File: src/sv/dps_pkg.sv
// shared types and constants for the discharge pulse sequencer
package dps_pkg;

	localparam int unsigned CFG_BITS = 20;

	// sequencer phase codes
	localparam logic [1:0] PH_IDLE = 2'd0;
	localparam logic [1:0] PH_OFF  = 2'd1;
	localparam logic [1:0] PH_WAIT = 2'd2;
	localparam logic [1:0] PH_ON   = 2'd3;

	// item operation codes
	localparam logic OP_TICK  = 1'b0;
	localparam logic OP_START = 1'b1;

	// register indexes on the configuration port
	localparam logic [1:0] REG_ON_TICKS  = 2'd0;
	localparam logic [1:0] REG_OFF_TICKS = 2'd1;
	localparam logic [1:0] REG_ISO_MODE  = 2'd2;

	localparam logic [3:0]          INRUSH_TICKS = 4'd15;
	localparam logic [CFG_BITS-1:0] TURN_ON_LEAD = 20'd11;

	typedef struct packed {
		logic op;
		logic trip_edge;
		logic cut_enable;
	} item_t;

	typedef struct packed {
		logic       fet_on;
		logic       charger_on;
		logic       charger_inrush_limit;
		logic [1:0] phase;
	} result_t;

	typedef struct packed {
		logic [CFG_BITS-1:0] on_ticks;
		logic [CFG_BITS-1:0] off_ticks;
		logic                iso_mode;
	} cfg_t;

endpackage

File: src/sv/dps_seq.sv
// phase state machine, phase and inrush counters, next-state result
module dps_seq #(
	parameter int unsigned TIME_BITS = 20
) (
	input  logic             clk,
	input  logic             arst_n,
	input  logic             step,
	input  dps_pkg::item_t   item,
	input  dps_pkg::cfg_t    cfg,
	output dps_pkg::result_t result
);
	import dps_pkg::*;

	localparam int unsigned LW = (TIME_BITS > CFG_BITS) ? TIME_BITS : CFG_BITS;
	localparam logic [LW-1:0]        CMAX_L = LW'((64'd1 << TIME_BITS) - 64'd1);
	localparam logic [TIME_BITS-1:0] CMAX_T = {TIME_BITS{1'b1}};

	logic [1:0]           phase_q, phase_d;
	logic [TIME_BITS-1:0] count_q, count_d, count_inc;
	logic [3:0]           inrush_cnt_q, inrush_cnt_d, inrush_cnt_inc;
	logic                 fet_q, fet_d;
	logic                 chg_q, chg_d;
	logic                 inr_q, inr_d;

	logic [CFG_BITS-1:0] off_raw;
	logic [LW-1:0]       off_lim, on_lim, half_lim, off_ext, on_ext, half_ext, count_ext;

	always_comb begin
		off_raw  = (cfg.off_ticks > TURN_ON_LEAD) ? cfg.off_ticks - TURN_ON_LEAD : '0;
		off_ext  = LW'(off_raw);
		on_ext   = LW'(cfg.on_ticks);
		half_ext = LW'(cfg.on_ticks >> 1);
		off_lim  = (off_ext > CMAX_L) ? CMAX_L : off_ext;
		on_lim   = (on_ext > CMAX_L) ? CMAX_L : on_ext;
		half_lim = (half_ext > CMAX_L) ? CMAX_L : half_ext;
	end

	always_comb begin
		count_inc      = (count_q == CMAX_T) ? count_q : count_q + TIME_BITS'(1);
		count_ext      = LW'(count_inc);
		inrush_cnt_inc = inrush_cnt_q + 4'd1;
	end

	always_comb begin
		phase_d      = phase_q;
		count_d      = count_q;
		inrush_cnt_d = inrush_cnt_q;
		fet_d        = fet_q;
		chg_d        = chg_q;
		inr_d        = inr_q;
		if (item.op == OP_START) begin
			if (phase_q == PH_IDLE) begin
				fet_d        = 1'b0;
				chg_d        = 1'b1;
				inr_d        = 1'b1;
				inrush_cnt_d = '0;
				phase_d      = PH_OFF;
				count_d      = '0;
			end
		end else begin
			if (inr_q) begin
				inrush_cnt_d = inrush_cnt_inc;
				if (inrush_cnt_inc >= INRUSH_TICKS) begin
					inr_d        = 1'b0;
					inrush_cnt_d = '0;
				end
			end
			if (phase_q != PH_IDLE) begin
				count_d = count_inc;
				unique case (phase_q)
					PH_OFF: begin
						if (count_ext >= off_lim) begin
							chg_d   = 1'b0;
							count_d = '0;
							if (item.cut_enable) begin
								fet_d   = 1'b1;
								phase_d = cfg.iso_mode ? PH_WAIT : PH_ON;
							end else begin
								fet_d   = 1'b0;
								phase_d = PH_IDLE;
							end
						end
					end
					PH_WAIT: begin
						// ignition edge takes priority over the timeout
						if (item.trip_edge) begin
							phase_d = PH_ON;
							count_d = '0;
						end else if (count_ext >= half_lim) begin
							fet_d        = 1'b0;
							chg_d        = 1'b1;
							inr_d        = 1'b1;
							inrush_cnt_d = '0;
							phase_d      = PH_OFF;
							count_d      = '0;
						end
					end
					PH_ON: begin
						if (count_ext >= on_lim) begin
							fet_d        = 1'b0;
							chg_d        = 1'b1;
							inr_d        = 1'b1;
							inrush_cnt_d = '0;
							phase_d      = PH_OFF;
							count_d      = '0;
						end
					end
					default: begin
						phase_d = PH_IDLE;
					end
				endcase
			end
		end
	end

	always_ff @(posedge clk or negedge arst_n) begin
		if (!arst_n) begin
			phase_q      <= PH_IDLE;
			count_q      <= '0;
			inrush_cnt_q <= '0;
			fet_q        <= 1'b0;
			chg_q        <= 1'b0;
			inr_q        <= 1'b0;
		end else if (step) begin
			phase_q      <= phase_d;
			count_q      <= count_d;
			inrush_cnt_q <= inrush_cnt_d;
			fet_q        <= fet_d;
			chg_q        <= chg_d;
			inr_q        <= inr_d;
		end
	end

	assign result = '{fet_on: fet_d, charger_on: chg_d, charger_inrush_limit: inr_d,
		phase: phase_d};

`ifndef SYNTHESIS
	a_idle_outputs_off: assert property (@(posedge clk) disable iff (!arst_n)
		phase_q == PH_IDLE |-> !fet_q && !chg_q)
		else $error("switch or charger active while idle");
	a_off_charging: assert property (@(posedge clk) disable iff (!arst_n)
		phase_q == PH_OFF |-> chg_q && !fet_q)
		else $error("off phase without charger or with switch on");
	a_on_no_charger: assert property (@(posedge clk) disable iff (!arst_n)
		(phase_q == PH_WAIT || phase_q == PH_ON) |-> fet_q && !chg_q)
		else $error("on phase with charger running or switch off");
	a_inrush_count_clear: assert property (@(posedge clk) disable iff (!arst_n)
		!inr_q |-> inrush_cnt_q == '0)
		else $error("inrush count left over at normal limit");
	a_hold_without_step: assert property (@(posedge clk) disable iff (!arst_n)
		!step |=> $stable(phase_q) && $stable(count_q))
		else $error("state moved without a transaction");
`endif

endmodule

File: src/sv/discharge_pulse_sequencer.sv
// top level: configuration registers, input stage and result register
// an accepted item waits in stage 1 until the result register is free, then its result is registered
// throughput: one item per cycle while results are taken; phase and counters update in a single pass
// the input stage and result register let a new item in while a result waits
// reset: phase idle, counters zero, outputs off, registers on 1 / off 12 / iso mode off
module discharge_pulse_sequencer #(
	parameter int unsigned TIME_BITS = 20
) (
	input  logic              clk,
	input  logic              arst_n,
	input  logic              psel,
	input  logic              penable,
	input  logic              pwrite,
	input  logic [3:0]        paddr,
	input  logic [31:0]       pwdata,
	output logic [31:0]       prdata,
	output logic              pready,
	input  logic              item_valid,
	output logic              item_ready,
	input  dps_pkg::item_t    item,
	output logic              result_valid,
	input  logic              result_ready,
	output dps_pkg::result_t  result
);
	import dps_pkg::*;

	cfg_t    cfg_q;
	logic    valid_s1;
	item_t   item_s1;
	logic    advance;
	result_t next_result;
	logic    wr_en;

	assign pready = 1'b1;
	assign wr_en  = psel && penable && pwrite;

	always_ff @(posedge clk or negedge arst_n) begin
		if (!arst_n) begin
			cfg_q.on_ticks  <= 20'd1;
			cfg_q.off_ticks <= 20'd12;
			cfg_q.iso_mode  <= 1'b0;
		end else if (wr_en) begin
			unique case (paddr[3:2])
				REG_ON_TICKS:  cfg_q.on_ticks  <= pwdata[CFG_BITS-1:0];
				REG_OFF_TICKS: cfg_q.off_ticks <= pwdata[CFG_BITS-1:0];
				REG_ISO_MODE:  cfg_q.iso_mode  <= pwdata[0];
				default: ;
			endcase
		end
	end

	always_comb begin
		unique case (paddr[3:2])
			REG_ON_TICKS:  prdata = 32'(cfg_q.on_ticks);
			REG_OFF_TICKS: prdata = 32'(cfg_q.off_ticks);
			REG_ISO_MODE:  prdata = 32'(cfg_q.iso_mode);
			default:       prdata = '0;
		endcase
	end

	// stage 1 hands on when the result register is free or being emptied
	assign advance    = valid_s1 && (!result_valid || result_ready);
	assign item_ready = !valid_s1 || advance;

	always_ff @(posedge clk or negedge arst_n) begin
		if (!arst_n) begin
			valid_s1 <= 1'b0;
		end else if (item_ready) begin
			valid_s1 <= item_valid;
		end
	end

	always_ff @(posedge clk) begin
		if (item_ready && item_valid) begin
			item_s1 <= item;
		end
	end

	dps_seq #(
		.TIME_BITS(TIME_BITS)
	) u_seq (
		.clk    (clk),
		.arst_n (arst_n),
		.step   (advance),
		.item   (item_s1),
		.cfg    (cfg_q),
		.result (next_result)
	);

	always_ff @(posedge clk or negedge arst_n) begin
		if (!arst_n) begin
			result_valid <= 1'b0;
		end else if (advance) begin
			result_valid <= 1'b1;
		end else if (result_ready) begin
			result_valid <= 1'b0;
		end
	end

	always_ff @(posedge clk) begin
		if (advance) begin
			result <= next_result;
		end
	end

endmodule
File: config.mk
export PLATFORM = sky130hd
export DESIGN_NAME = discharge_pulse_sequencer
export DESIGN_NICKNAME = d
export VERILOG_FILES = /design/src/sv/dps_pkg.sv /design/src/sv/dps_seq.sv /design/src/sv/discharge_pulse_sequencer.sv
export SDC_FILE = /design/constraint.sdc
export NUM_CORES = 1
export LEC_CHECK = 0
export ABC_CLOCK_PERIOD_IN_PS = 4900
export BUFFER_PORTS_ARGS = -buffer_cell sky130_fd_sc_hd__clkbuf_2
export CAP_MARGIN = 20
export CORE_MARGIN = 4
export CORE_UTILIZATION = 35
export DETAILED_ROUTE_END_ITERATION = 10
export PLACE_DENSITY_LB_ADDON = 0.1
export SLEW_MARGIN = 20
export SYNTH_ARGS = -nofsm -noshare
export SYNTH_HDL_FRONTEND = slang
export SYNTH_SLANG_ARGS = --single-unit
File: constraint.sdc
create_clock -name clk -period 4.9 [get_ports clk]
set_clock_uncertainty 0.05 [all_clocks]
set_input_delay 0.98 -clock clk [delete_from_list [all_inputs] [get_ports clk]]
set_output_delay 0.98 -clock clk [all_outputs]
set_load 0.05 [all_outputs]
=== After elaboration in Yosys (flattened, before gate mapping) ===
Index checks and enable logic that the tools add are counted.

* Muxes and demuxes: 61
* $lt $le $gt $ge: 8
* Reduce and logical (&&, ||, !) cells: 18
* Equality and inequality tests: 7
* Add/sub/neg operators: 3

{| class="wikitable"
|+ Operators by type and width
! kind !! count
|-
| 2-to-1 mux 20 bit || 12
|-
| one-hot mux 20 bit (3 select lines) || 2
|-
| greater-or-equal comparator 20 bit || 3
|-
| > comparator 20 bit (second input constant) || 2
|-
| 2-to-1 mux 4 bit || 8
|-
| 2-to-1 mux 1 bit || 26
|-
| adder 20 x 1 -> 20 bit (second input constant) || 1
|-
| equality test 20 bit (second input constant) || 1
|-
| > comparator 19 x 20 -> 1 bit (second input constant) || 1
|-
| > comparator 20 x 4 -> 1 bit (second input constant) || 1
|-
| subtractor 20 x 4 -> 20 bit (second input constant) || 1
|-
| 2-to-1 mux 2 bit || 8
|-
| one-hot mux 4 bit (2 select lines) || 1
|-
| AND reduction 2 bit || 4
|-
| equality test 2 bit (second input constant) || 3
|-
| one-hot mux 1 bit (3 select lines) || 2
|-
| one-hot mux 2 bit (3 select lines) || 1
|-
| nonzero test 2 bit || 3
|-
| adder 4 x 1 -> 4 bit (second input constant) || 1
|-
| equality test 2 x 1 -> 1 bit (second input constant) || 2
|-
| greater-or-equal comparator 4 bit (second input constant) || 1
|-
| logical AND 1 bit || 4
|-
| logical NOT 2 bit || 2
|-
| AND reduction 3 bit || 1
|-
| other kinds (4) || 6
|}

* Flip-flop bits (word level): 80
* Output and inout port bits: 40
* Input bits: 46

=== Longest topological paths before layout ===
Gate-level depths: netlist of the first run.

* Word-level depth: 9
* Gate-level depth with buffers: 16
* Mapped depth without buffers: 15

=== Modules after synthesis ===
From an unflattened synthesis of the first run, not the netlist that was laid out.

* Cell total of the unflattened synthesis: 668
* Area, all modules: 6216.0 µm²

{| class="wikitable"
|+ Modules (own cells, without submodules)
! module !! seq. area each (µm²) !! times used !! area an instance (µm²) !! cells each
|-
| dps_seq || 725.7 || 1 || 3849.9 || 501
|-
| discharge_pulse_sequencer || 1320.0 || 1 || 2366.0 || 167
|}

=== Least setup slack after synthesis of the first run ===
Ideal clock, no wire load.

* Path type: reg2reg
* Start: register u_seq.count_q[2]
* End: register u_seq.inrush_cnt_q[0]
* Data required time: 4785 ps
* Path buffers: 2
* Setup time: 65 ps
* Path slack: 888 ps
* Data arrival time: 3897 ps
* Stages on the path, launching flop included: 16
* Path through: dfrtp_1 buf_2 and4_1 and4bb_1 buf_2 a311oi_2 nand4_1 xnor2_1 ha_1 and3_1 o21ai_0 nand3_1 or4_4 a221oi_4 nor4b_4 mux2_2

* Word-level cells in the longest chain between the ends: 8

{| class="wikitable"
|+ RTL lines
! element !! RTL line !! text
|-
| start, declared || dps_seq.sv:19 || <nowiki>logic [TIME_BITS-1:0] count_q, count_d, count_inc;</nowiki>
|-
| start signal, assigned || dps_seq.sv:126 || <nowiki>count_q <= count_d;</nowiki>
|-
| adder 20 x 1 -> 20 bit / equality test 20 bit (equally long branches) || dps_seq.sv:39 || <nowiki>count_inc = (count_q == CMAX_T) ? count_q : count_q + TIME_BITS'(1);</nowiki>
|-
| 2-to-1 mux 20 bit (*) || dps_seq.sv:39 ||
|-
| greater-or-equal comparator 20 bit || dps_seq.sv:89 || <nowiki>end else if (count_ext >= half_lim) begin</nowiki>
|-
| 2-to-1 mux 4 bit || dps_seq.sv:89 ||
|-
| 2-to-1 mux 4 bit || dps_seq.sv:86 || <nowiki>if (item.trip_edge) begin</nowiki>
|-
| one-hot mux 4 bit (2 select lines) (*) || dps_seq.sv:70 || <nowiki>unique case (phase_q)</nowiki>
|-
| 2-to-1 mux 4 bit (*) || dps_seq.sv:68 || <nowiki>if (phase_q != PH_IDLE) begin</nowiki>
|-
| 2-to-1 mux 4 bit (*) || dps_seq.sv:51 || <nowiki>if (item.op == OP_START) begin</nowiki>
|-
| end signal, assigned || dps_seq.sv:127 || <nowiki>inrush_cnt_q <= inrush_cnt_d;</nowiki>
|-
| end, declared || dps_seq.sv:20 || <nowiki>logic [3:0] inrush_cnt_q, inrush_cnt_d, inrush_cnt_inc;</nowiki>
|}

Every way passes the cells marked *; elsewhere a longest branch is shown, timed or not.
A chain may end at the register's enable or synchronous reset.

=== Final worst setup path of the first run ===
* Start: register u_seq.count_q[3]
* End: register u_seq.inrush_cnt_q[0]

Same word-level chain as after synthesis.

==> results of run 1 <==
critical path, delay by kind of cell (launching register included):
family | cells | cell delay, ps
flip-flops | 1 | 450
buffers and inverters | 2 | 310
multiplexers | 1 | 210
adder cells (fa/ha/maj) | 1 | 300
XOR/XNOR | 1 | 190
AO/OA/AOI/OAI | 2 | 980
AND/OR/NAND/NOR | 8 | 2040
through the flow:
step	setup WS, ps	cell area [µm²]
after floorplan	888	6220
after global placement	307	6750
after detailed placement	218	6750
after CTS	202	7040
after global routing	16.8	7060
final	325	7060
per-layer routing:
layer / track usage, % / part of all wire, %
met5: 0 / 0
met2: 28.2 / 47
met4: 4.64 / 1.3
met1: 24.1 / 49
met3: 3.36 / 2.9
cells in the final DEF, fill, tap and decap left out, types with 3 or more instances in the layout:
cell type	count
conb_1	13
nand2b_1	10
inv_1	53
dfrtp_1	69
nand3b_1	4
ha_1	64
buf_4	20
xnor2_1	13
nor4_1	10
clkbuf_16	9
and3_1	11
nand2_1	91
xor2_1	18
o21ai_0	56
a31oi_1	3
mux2_2	23
o31ai_1	4
a21o_1	5
dfstp_2	3
o2bb2ai_1	3
nand4_1	15
mux2i_1	26
nor2b_1	5
a21oi_1	29
nand3_1	16
or3_1	3
o211ai_1	6
clkbuf_2	57
o21a_1	3
nor2_1	47
nor3_1	21
edfxtp_1	8
state kept, by name, indices dropped and copies added, names as in the netlist, 2 cells and up:
signal	flops
u_seq.phase_q	2
cfg_q	41
item_s1	3
u_seq.inrush_cnt_q	4
u_seq.count_q	20
result	5
layout make-up:
| type | count | share of cell area, % |
|---|---|---|
| Clock buffer | 10 | 3.24 |
| Clock inverter | 6 | 0.851 |
| Inverter | 53 | 2.82 |
| Multi-Input combinational cell | 543 | 53.8 |
| Sequential cell | 80 | 29.0 |
| Tap cell | 225 | 3.99 |
| Timing Repair Buffer | 78 | 6.33 |
cells by family after synthesis:
kind of cell	count (synthesis)	synth area share [%]
adders and majority gates	64	13.0
buffers and inverters	92	6.44
DFF	80	33.1
and+or+nand+nor	248	19.8
muxes	49	8.40
xor gates and xnor gates	33	4.68
other	2	0.122
AOI/OAI and AO/OA	136	14.5
path summary, 6_finish.rpt:
kind	from	endpoint	slack, ps	cells past startpoint
worst max-delay path	u_seq.count_q[3]$_DFFE_PN0P_	u_seq.inrush_cnt_q[0]$_DFFE_PN0P_	330	15
worst min-delay path	valid_s1$_DFFE_PN0N_	result_valid$_DFFE_PN0P_	480	1
worst max register to register	u_seq.count_q[3]$_DFFE_PN0P_	u_seq.inrush_cnt_q[0]$_DFFE_PN0P_	330	15
worst min register to register	valid_s1$_DFFE_PN0N_	result_valid$_DFFE_PN0P_	480	1
max in group asynchronous	arst_n	u_seq.count_q[18]$_DFFE_PN0P_	3710	1
min in group asynchronous	arst_n	cfg_q[1]$_DFFE_PN0P_	600	1
where the power goes:
part           total (mW)  internal, mW  switching [mW]
registers           0.940         0.791           0.149
logic               0.909         0.360           0.548
clock network       0.679         0.393           0.287
total                2.53          1.54           0.983
==> impl_results.md, run 1 <==
- Status: finished clean
- Initial Utilization: 35.7%
- # hold bufs at CTS: 0
- FF/Latch Area: 2050 µm²
- Final Non-Filler Cells: 995
- First-pass GRT wire length: 27900 µm
- Cells after DPL: 979
- Number of fill cells: 1746
- EDFF count, synth: 8
- Post-synthesis sequential area ratio: 33.1%
- Final #Nets: 875
- DRT antenna net count: 0
- Skew-Pair Late Insertion Delay: 350 ps
- CTS tree: yes
- Critical Path Fanout Max: 8
- Distinct cells, synth: 66
- Flops & latches, synth: 80
- RD Place Congestion: 0.887
- Final Util: 40.8%
- Peak supply drop: 167 µV
- Synth top area cells: dfrtp_1 (28%), ha_1 (13%), nand2_1 (5.5%)
- Synth area leader: dfrtp_1
- Slew margin rel.: 34.0%
- Ys async rst share: 90.0%
- Post_cts resized: 0
- Via/cell ratio: 5.20
- Clock-pin slew on the worst setup and hold paths: 60 ps
- Top-count cell post-synth: nand2_1
- Fin crit period: 4570 ps
- Slowest library cell on the worst path: or4_4
- Largest net degree at the start of global routing: 73
- # IOs: 86
- ANT cells: 0
- Synthesized instance count: 704
- Power Total: 2.53 mW
- Final period util: 93.4%
- Min-Delay Path Class: register to register
- Top achievable clock speed: 219 MHz
- Initial antenna violation count: 0
- Share of the synthesized area in the top cell type: 27.9%
- Slowest stage delay, CP: 520 ps
- Die Width: 141 µm
- Setup repair bufs after CTS: 0
- Clock Tree Root: clkbuf_16
- Syn_area_per_cell: 8.78 µm²
- CP Cell Sequence: and4_1 -> and4bb_1 -> a311oi_2 -> nand4_1 -> xnor2_1 -> buf_4 -> ha_1 -> nand4_1 -> or2_2 -> nor4_1 -> buf_4 -> or4_4 -> a221oi_4 -> nor4b_4 -> mux2_2
- GRT overflow: 0
- Max Transition Viols Final: 0
- HPWL after DPL: 13000 µm
- Commonest cells post-synth: nand2_1 (91), dfrtp_1 (69), ha_1 (64)
- Die Y: 141 µm
- Total GRT Usage: 17.5%
- Static leakage: 3.40 nW
- Buffers added on ports: 58
- DR iter-0 viols: 253
- Drt first pass iters: 4
- Power per cell area: 358 nW/µm²
- Total clock sinks: 80
- Vias in the first global route: 5424
- Layout overhead on the synthesized area: 14.2%
- Layout cell share with drive strength beyond 1: 17.4%
- Fin. Hold Viols: 0
- Num CTS Buffers: 9
- Crit path kind: register to register
- Worst-case clock buffer depth: 2
- Vias: 5172
- Yosys warnings: 0
- Max-cap viol count: 0
- Multi-input gate area: 3800 µm²
- Tightest Pin Transition: 988 ps
- CP Data Arrival Time: 4810 ps
- Ys flop type: dfrtp_1
- Worst hold margin: 481 ps
- DRC: 0
- Syn Std Cell Area: 6180 µm²
- Critical path capture point type: register
- CTS HTree Levels: 3
- Endpoints failing setup: 0
- Rows: 48
- Critical Path RT: 5140 ps
- RSZ-0062 raised after global routing: no
- Wire length per cell: 16.6 µm
- WL final: 16500 µm
- Worst Setup Start Kind: register
- TNS Setup: 0 ps
- Core footprint: 17300 µm²
- Die ar.: 19800 µm²
No activity file was read; power rests on OpenSTA's default activity.
==> run 2, diff against run 1 <==
ABC_CLOCK_PERIOD_IN_PS = 4910   (was 4900)
clock period = 4.91 ns   (was 4.9 ns; I/O delays follow)
==> impl_results.md, run 2 (same netlist as run 1, synthesis figures left out) <==
- Largest net degree at the start of global routing: 73 (unchanged)
- Drt first pass iters: 5 (was 4)
- Share of power burned in registers: 37.2% (about the same)
- Biggest regs: cfg_q x41, u_seq.count_q x20, result x5 (unchanged)
- Worst hold margin: 486 ps (was 481 ps)
- Num CTS Buffers: 9 (unchanged)
- Skew-Pair Late Insertion Delay: 340 ps (was 350 ps)
- Vias in the first global route: 5201 (was 5424)
- Max Transition Viols Final: 0 (unchanged)
- Critical path capture point type: register (unchanged)
- Status: finished clean (unchanged)
- Via/cell ratio: 5.19 (was 5.20)
- Worst Setup Start Kind: register (unchanged)
- # IOs: 86 (unchanged)
- Multi-input gate area: 3800 µm² (unchanged)
- RSZ-0062 raised after global routing: no (unchanged)
- DRC: 0 (unchanged)
- Core footprint: 17300 µm² (unchanged)
- CTS HTree Levels: 3 (unchanged)
- Final Non-Filler Cells: 995 (unchanged)
- Power per cell area: 357 nW/µm² (was 358 nW/µm²)
- DR iter-0 viols: 280 (was 253)
- Final Util: 40.8% (unchanged)
- Final period util: 92.9% (was 93.4%)
- Clock-pin slew on the worst setup and hold paths: 60 ps (about the same)
- ANT cells: 0 (unchanged)
- Worst r2r path cells: 15 (unchanged)
- Die ar.: 19800 µm² (unchanged)
- Crit path kind: register to register (unchanged)
- Initial Utilization: 35.7% (unchanged)
- Top achievable clock speed: 219 MHz (about the same)
- Rows: 48 (unchanged)
- Layout cell share with drive strength beyond 1: 17.4% (unchanged)
- Max FFs per register: 41 (unchanged)
- Worst hold path depth: 2 (was 1)
- Worst r2r src: cfg_q[14]$_DFFE_PN0P_ (was u_seq.count_q[3]$_DFFE_PN0P_)
- # hold bufs at CTS: 0 (unchanged)
- HPWL after DPL: 12900 µm (was 13000 µm)
- Static leakage: 3.40 nW (about the same)
- CTS tree: yes (unchanged)
- Layout overhead on the synthesized area: 14.2% (unchanged)
- Total GRT Usage: 16.9% (was 17.5%)
- Endpoints failing setup: 0 (unchanged)
- Die Width: 141 µm (unchanged)
- Number of fill cells: 1743 (was 1746)
- Slew margin rel.: 31.2% (was 34.0%)
- Die Y: 141 µm (unchanged)
- Min-Delay Path Class: register to register (unchanged)
- Hold_sp: u_seq.count_q[18]$_DFFE_PN0P_ (was valid_s1$_DFFE_PN0N_)
- RD Place Congestion: 0.887 (about the same)
- Clock Tree Root: clkbuf_16 (unchanged)
- Cells after DPL: 979 (unchanged)
- Post_cts resized: 0 (unchanged)
- WL final: 16500 µm (about the same)
- Internal Power: 1.54 mW (about the same)
- Power share of the clock group: 26.9% (about the same)
- Max-cap viol count: 0 (unchanged)
- Buffers added on ports: 58 (unchanged)
- Final #Nets: 875 (unchanged)
- Tightest Pin Transition: 1030 ps (was 988 ps)
- CP startpoint: cfg_q[14]$_DFFE_PN0P_ (was u_seq.count_q[3]$_DFFE_PN0P_)
- Wire length per cell: 16.6 µm (about the same)
- Setup repair bufs after CTS: 0 (unchanged)
- Fin crit period: 4560 ps (was 4570 ps)
- GRT overflow: 0 (unchanged)
- Net Sw Power: 0.977 mW (was 0.983 mW)
- Fin. Hold Viols: 0 (unchanged)
- TNS Setup: 0 ps (unchanged)
- Largest Register: cfg_q (unchanged)
- Most common cell after layout, fill and taps aside: nand2_1 (unchanged)
- FF/Latch Area: 2050 µm² (unchanged)
- Peak supply drop: 207 µV (was 167 µV)
- First-pass GRT wire length: 27100 µm (was 27900 µm)
- Sw frac: 38.8% (was 38.9%)
- CP Data Arrival Time: 4730 ps (was 4810 ps)
- Initial antenna violation count: 0 (unchanged)
- Vias: 5166 (was 5172)
- Power Total: 2.52 mW (was 2.53 mW)
- Critical Path RT: 5070 ps (was 5140 ps)
- Most frequent cells in the layout: nand2_1 (91), dfrtp_1 (69), ha_1 (64) (unchanged)
- Part of the power in combinational logic: 35.9% (about the same)
- R2r setup slk: 350 ps (was 330 ps)
- DRT antenna net count: 0 (unchanged)
- Critical Path Fanout Max: 10 (was 8)
- Total clock sinks: 80 (unchanged)
- Worst-case clock buffer depth: 2 (unchanged)
## run 2: cell types whose count changed in the layout (fill, tap and decap cells not counted), sizes merged
cell    delta
clkbuf     +1
inv        +1
clkinv     -2
## run 2: path summary, 6_finish.rpt
check / end
max: result[1]$_DFFE_PP_
min: u_seq.count_q[18]$_DFFE_PN0P_
max reg2reg: result[1]$_DFFE_PP_
min reg2reg: u_seq.count_q[18]$_DFFE_PN0P_
max in group asynchronous: cfg_q[32]$_DFFE_PN0P_
min in group asynchronous: cfg_q[1]$_DFFE_PN0P_
## run 2: critical path, stage by stage (launching register included)
cell,delay (ps)
dfrtp_1,410
or3_1,450
or4_1,500
or3_1,360
nand3b_1,430
buf_4,320
nand2_1,70
ha_1,140
nand2_1,70
nor3_1,160
a21oi_1,100
o21ai_0,360
nand4_1,290
buf_4,250
o41ai_1,260
o31a_1,200
## run 2: layout make-up
cell class	instances	share of cell area [%]
timing repair buffer	78	6.33
clock buffer	11	3.30
clock inverter	5	0.798
sequential	80	29.0
inverter	53	2.82
multi-input combinational	543	53.8
tap	225	3.99
## run 2: power groups by stage
stage,logic [mW],clock network (mW),registers [mW]
after global routing,1.02,0.731,0.957
after floorplan,0.717,0,0.902
after CTS,0.916,0.701,0.937
after global placement,0.892,0,0.943
after detailed placement,0.911,0,0.949
final,0.904,0.679,0.938
## run 2: metrics by stage
stage,area [µm²],worst slack (ps)
final,7060,346
after global routing,7060,16.1
after CTS,7040,215
after detailed placement,6750,219
after global placement,6750,316
after floorplan,6220,898
## run 2: routing by layer
layer | GRT usage (%) | wire [µm] | up-vias
met1 | 23.7 | 8230 | 2480
met4 | 3.57 | 159 | 0
li1 | - | - | 2588
met2 | 27.5 | 7570 | 88
met5 | 0 | 0 | -
met3 | 2.99 | 530 | 10
==> run 3, diff against run 2 <==
CELL_PAD_IN_SITES_DETAIL_PLACEMENT = 0   (was unset)
CELL_PAD_IN_SITES_GLOBAL_PLACEMENT = 1   (was unset)
==> impl_results.md, run 3 (same netlist as run 1, synthesis figures left out) <==
- Status: finished clean (unchanged)
- Sw frac: 40.2% (was 38.8%)
- Wire length per cell: 17.2 µm (was 16.6 µm)
- Number of fill cells: 1798 (was 1743)
- Die Width: 141 µm (unchanged)
- Initial antenna violation count: 0 (unchanged)
- GRT overflow: 0 (unchanged)
- Hold EP: u_seq.fet_q$_DFFE_PN0P_ (was u_seq.count_q[18]$_DFFE_PN0P_)
- Tightest Pin Transition: 1010 ps (was 1030 ps)
- Buffers added on ports: 58 (unchanged)
- # IOs: 86 (unchanged)
- Biggest regs: cfg_q x41, u_seq.count_q x20, result x5 (unchanged)
- ANT cells: 0 (unchanged)
- CP Buf/Inv Count: 2 (unchanged)
- R2r setup slk: 350 ps (about the same)
- Worst-case clock buffer depth: 2 (unchanged)
- Layout cell share with drive strength beyond 1: 17.6% (was 17.4%)
- Slowest library cell on the worst path: or4_4 (was or4_1)
- Critical path capture point type: register (unchanged)
- Core footprint: 17300 µm² (unchanged)
- Rows: 48 (unchanged)
- Max FFs per register: 41 (unchanged)
- Worst r2r src: u_seq.count_q[10]$_DFFE_PN0P_ (was cfg_q[14]$_DFFE_PN0P_)
- Final #Nets: 877 (was 875)
- Most common cell after layout, fill and taps aside: nand2_1 (unchanged)
- Most frequent cells in the layout: nand2_1 (91), dfrtp_1 (69), ha_1 (64) (unchanged)
- Fin. Hold Viols: 0 (unchanged)
- Internal Power: 1.53 mW (was 1.54 mW)
- Total clock sinks: 80 (unchanged)
- Via/cell ratio: 5.21 (was 5.19)
- Final period util: 92.9% (about the same)
- WL final: 17200 µm (was 16500 µm)
- Top achievable clock speed: 219 MHz (about the same)
- Num CTS Buffers: 9 (unchanged)
- CTS HTree Levels: 3 (unchanged)
- DRT antenna net count: 0 (unchanged)
- TNS Setup: 0 ps (unchanged)
- Clock Tree Root: clkbuf_16 (unchanged)
- Static leakage: 3.40 nW (about the same)
- Critical Path RT: 5090 ps (was 5070 ps)
- Fin crit period: 4560 ps (about the same)
- DR iter-0 viols: 298 (was 280)
- CTS tree: yes (unchanged)
- Worst hold path depth: 2 (unchanged)
- Share of power burned in registers: 36.4% (was 37.2%)
- HPWL after DPL: 13300 µm (was 12900 µm)
- Largest net degree at the start of global routing: 73 (unchanged)
- RD Place Congestion: 0.843 (was 0.887)
- Largest Register: cfg_q (unchanged)
- CP Cell Sequence: nand4_1 -> and4bb_1 -> and3_1 -> nor4_1 -> buf_4 -> xnor2_2 -> ha_1 -> and3_1 -> o21ai_0 -> nand3_1 -> or4_4 -> a221oi_4 -> buf_4 -> nor2b_1 -> a21oi_1 (was or3_1 -> or4_1 -> or3_1 -> nand3b_1 -> buf_4 -> nand2_1 -> ha_1 -> nand2_1 -> nor3_1 -> a21oi_1 -> o21ai_0 -> nand4_1 -> buf_4 -> o41ai_1 -> o31a_1)
- Skew-Pair Late Insertion Delay: 360 ps (was 340 ps)
- Critical Path Fanout Max: 8 (was 10)
- CP Data Arrival Time: 4740 ps (was 4730 ps)
- Worst Setup Start Kind: register (unchanged)
- Layout overhead on the synthesized area: 14.5% (was 14.2%)
- Vias: 5194 (was 5166)
- Power per cell area: 362 nW/µm² (was 357 nW/µm²)
- Crit path kind: register to register (unchanged)
- Initial Utilization: 35.7% (unchanged)
- RR Endpoint: u_seq.chg_q$_DFFE_PN0P_ (was result[1]$_DFFE_PP_)
- Slowest stage delay, CP: 580 ps (was 500 ps)
- Multi-input gate area: 3790 µm² (was 3800 µm²)
- Power share of the clock group: 27.4% (was 26.9%)
- Vias in the first global route: 5155 (was 5201)
- First-pass GRT wire length: 27700 µm (was 27100 µm)
- Die Y: 141 µm (unchanged)
- Hold_sp: u_seq.fet_q$_DFFE_PN0P_ (was u_seq.count_q[18]$_DFFE_PN0P_)
- Final Util: 40.9% (was 40.8%)
- Peak supply drop: 177 µV (was 207 µV)
- RSZ-0062 raised after global routing: no (unchanged)
- Die ar.: 19800 µm² (unchanged)
- Max Transition Viols Final: 0 (unchanged)
- FF/Latch Area: 2050 µm² (unchanged)
- Net Sw Power: 1.03 mW (was 0.977 mW)
- DRC: 0 (unchanged)
- Worst r2r path cells: 15 (unchanged)
- Slew margin rel.: 32.8% (was 31.2%)
- Max-cap viol count: 0 (unchanged)
- Cell family with most CP delay: simple AND/OR/NAND/NOR gates (unchanged)
- Endpoints failing setup: 0 (unchanged)
- CP startpoint: u_seq.count_q[10]$_DFFE_PN0P_ (was cfg_q[14]$_DFFE_PN0P_)
- Total GRT Usage: 17.6% (was 16.9%)
- Min-Delay Path Class: register to register (unchanged)
- Drt first pass iters: 4 (was 5)
- Part of the power in combinational logic: 36.2% (was 35.9%)
- Clock-pin slew on the worst setup and hold paths: 70 ps (was 60 ps)
## run 3: cell count changes in the layout (fill, tap and decap cells not counted), sizes merged
cell	previous run	this run
inv	54	57
buf	21	23
clkbuf	68	67
clkinv	2	1
bufinv	1	0
## run 3: worst max-delay path by stage
stage | to | slack (ps) | cells after the start
2_1_floorplan | u_seq.inrush_cnt_q[0]$_DFFE_PN0P_ | 900 | 15
3_3_place_gp | u_seq.inrush_cnt_q[0]$_DFFE_PN0P_ | 270 | 14
3_5_place_dp | u_seq.inrush_cnt_q[0]$_DFFE_PN0P_ | 160 | 14
4_1_cts | u_seq.inrush_cnt_q[0]$_DFFE_PN0P_ | 150 | 14
5_1_grt | u_seq.inrush_cnt_q[0]$_DFFE_PN0P_ | 10 | 13
6_report | u_seq.chg_q$_DFFE_PN0P_ | 350 | 15
## run 3: layer usage
| layer | GRT usage, % | share of wire (%) | vias to the layer above |
|---|---|---|---|
| li1 | - | - | 2596 |
| met1 | 25.0 | 50 | 2481 |
| met3 | 3.26 | 3.7 | 19 |
| met4 | 4.44 | 1.5 | 0 |
| met2 | 27.9 | 45 | 98 |
| met5 | 0 | 0 | - |
## run 3: power groups by stage
stage	clock, mW	combinational, mW	sequential (mW)
floorplan	0	0.717	0.902
global placement	0	0.905	0.941
detailed placement	0	0.929	0.944
CTS	0.717	0.936	0.933
global route	0.742	1.04	0.951
finish	0.701	0.927	0.933
## run 3: what timing repair did
| action | 4_1_cts | 5_1_grt |
|---|---|---|
| gates resized for setup | 0 | 1 |
| hold buffers | 0 | 0 |
| endpoints found under the setup margin | 0 | 7 |
| setup buffers | 0 | 2 |
## run 3: stage by stage
stage	std cells	power (mW)	area (µm²)	hold WS [ps]	setup slack, ps
floorplan	715	1.62	6220	422	898
global placement	979	1.85	6750	459	267
detailed placement	979	1.87	6750	479	163
CTS	995	2.58	7050	495	145
global route	997	2.74	7070	528	14.5
finish	997	2.56	7070	492	350
## run 3: cell type report
type / instances / area share (%)
sequential: 80 / 28.9
clock buffer: 10 / 3.54
clock inverter: 6 / 0.654
multi-input combinational: 543 / 53.6
timing repair buffer: 80 / 6.53
inverter: 53 / 2.81
tap: 225 / 3.98
## run 3: worst register-to-register path: stages (launching register included)
cell and delay (ps):
dfrtp_1 480, nand4_1 200, and4bb_1 470, and3_1 310, nor4_1 70, buf_4 150
xnor2_2 330, ha_1 330, and3_1 180, o21ai_0 240, nand3_1 130, or4_4 580
a221oi_4 450, buf_4 190, nor2b_1 180, a21oi_1 90
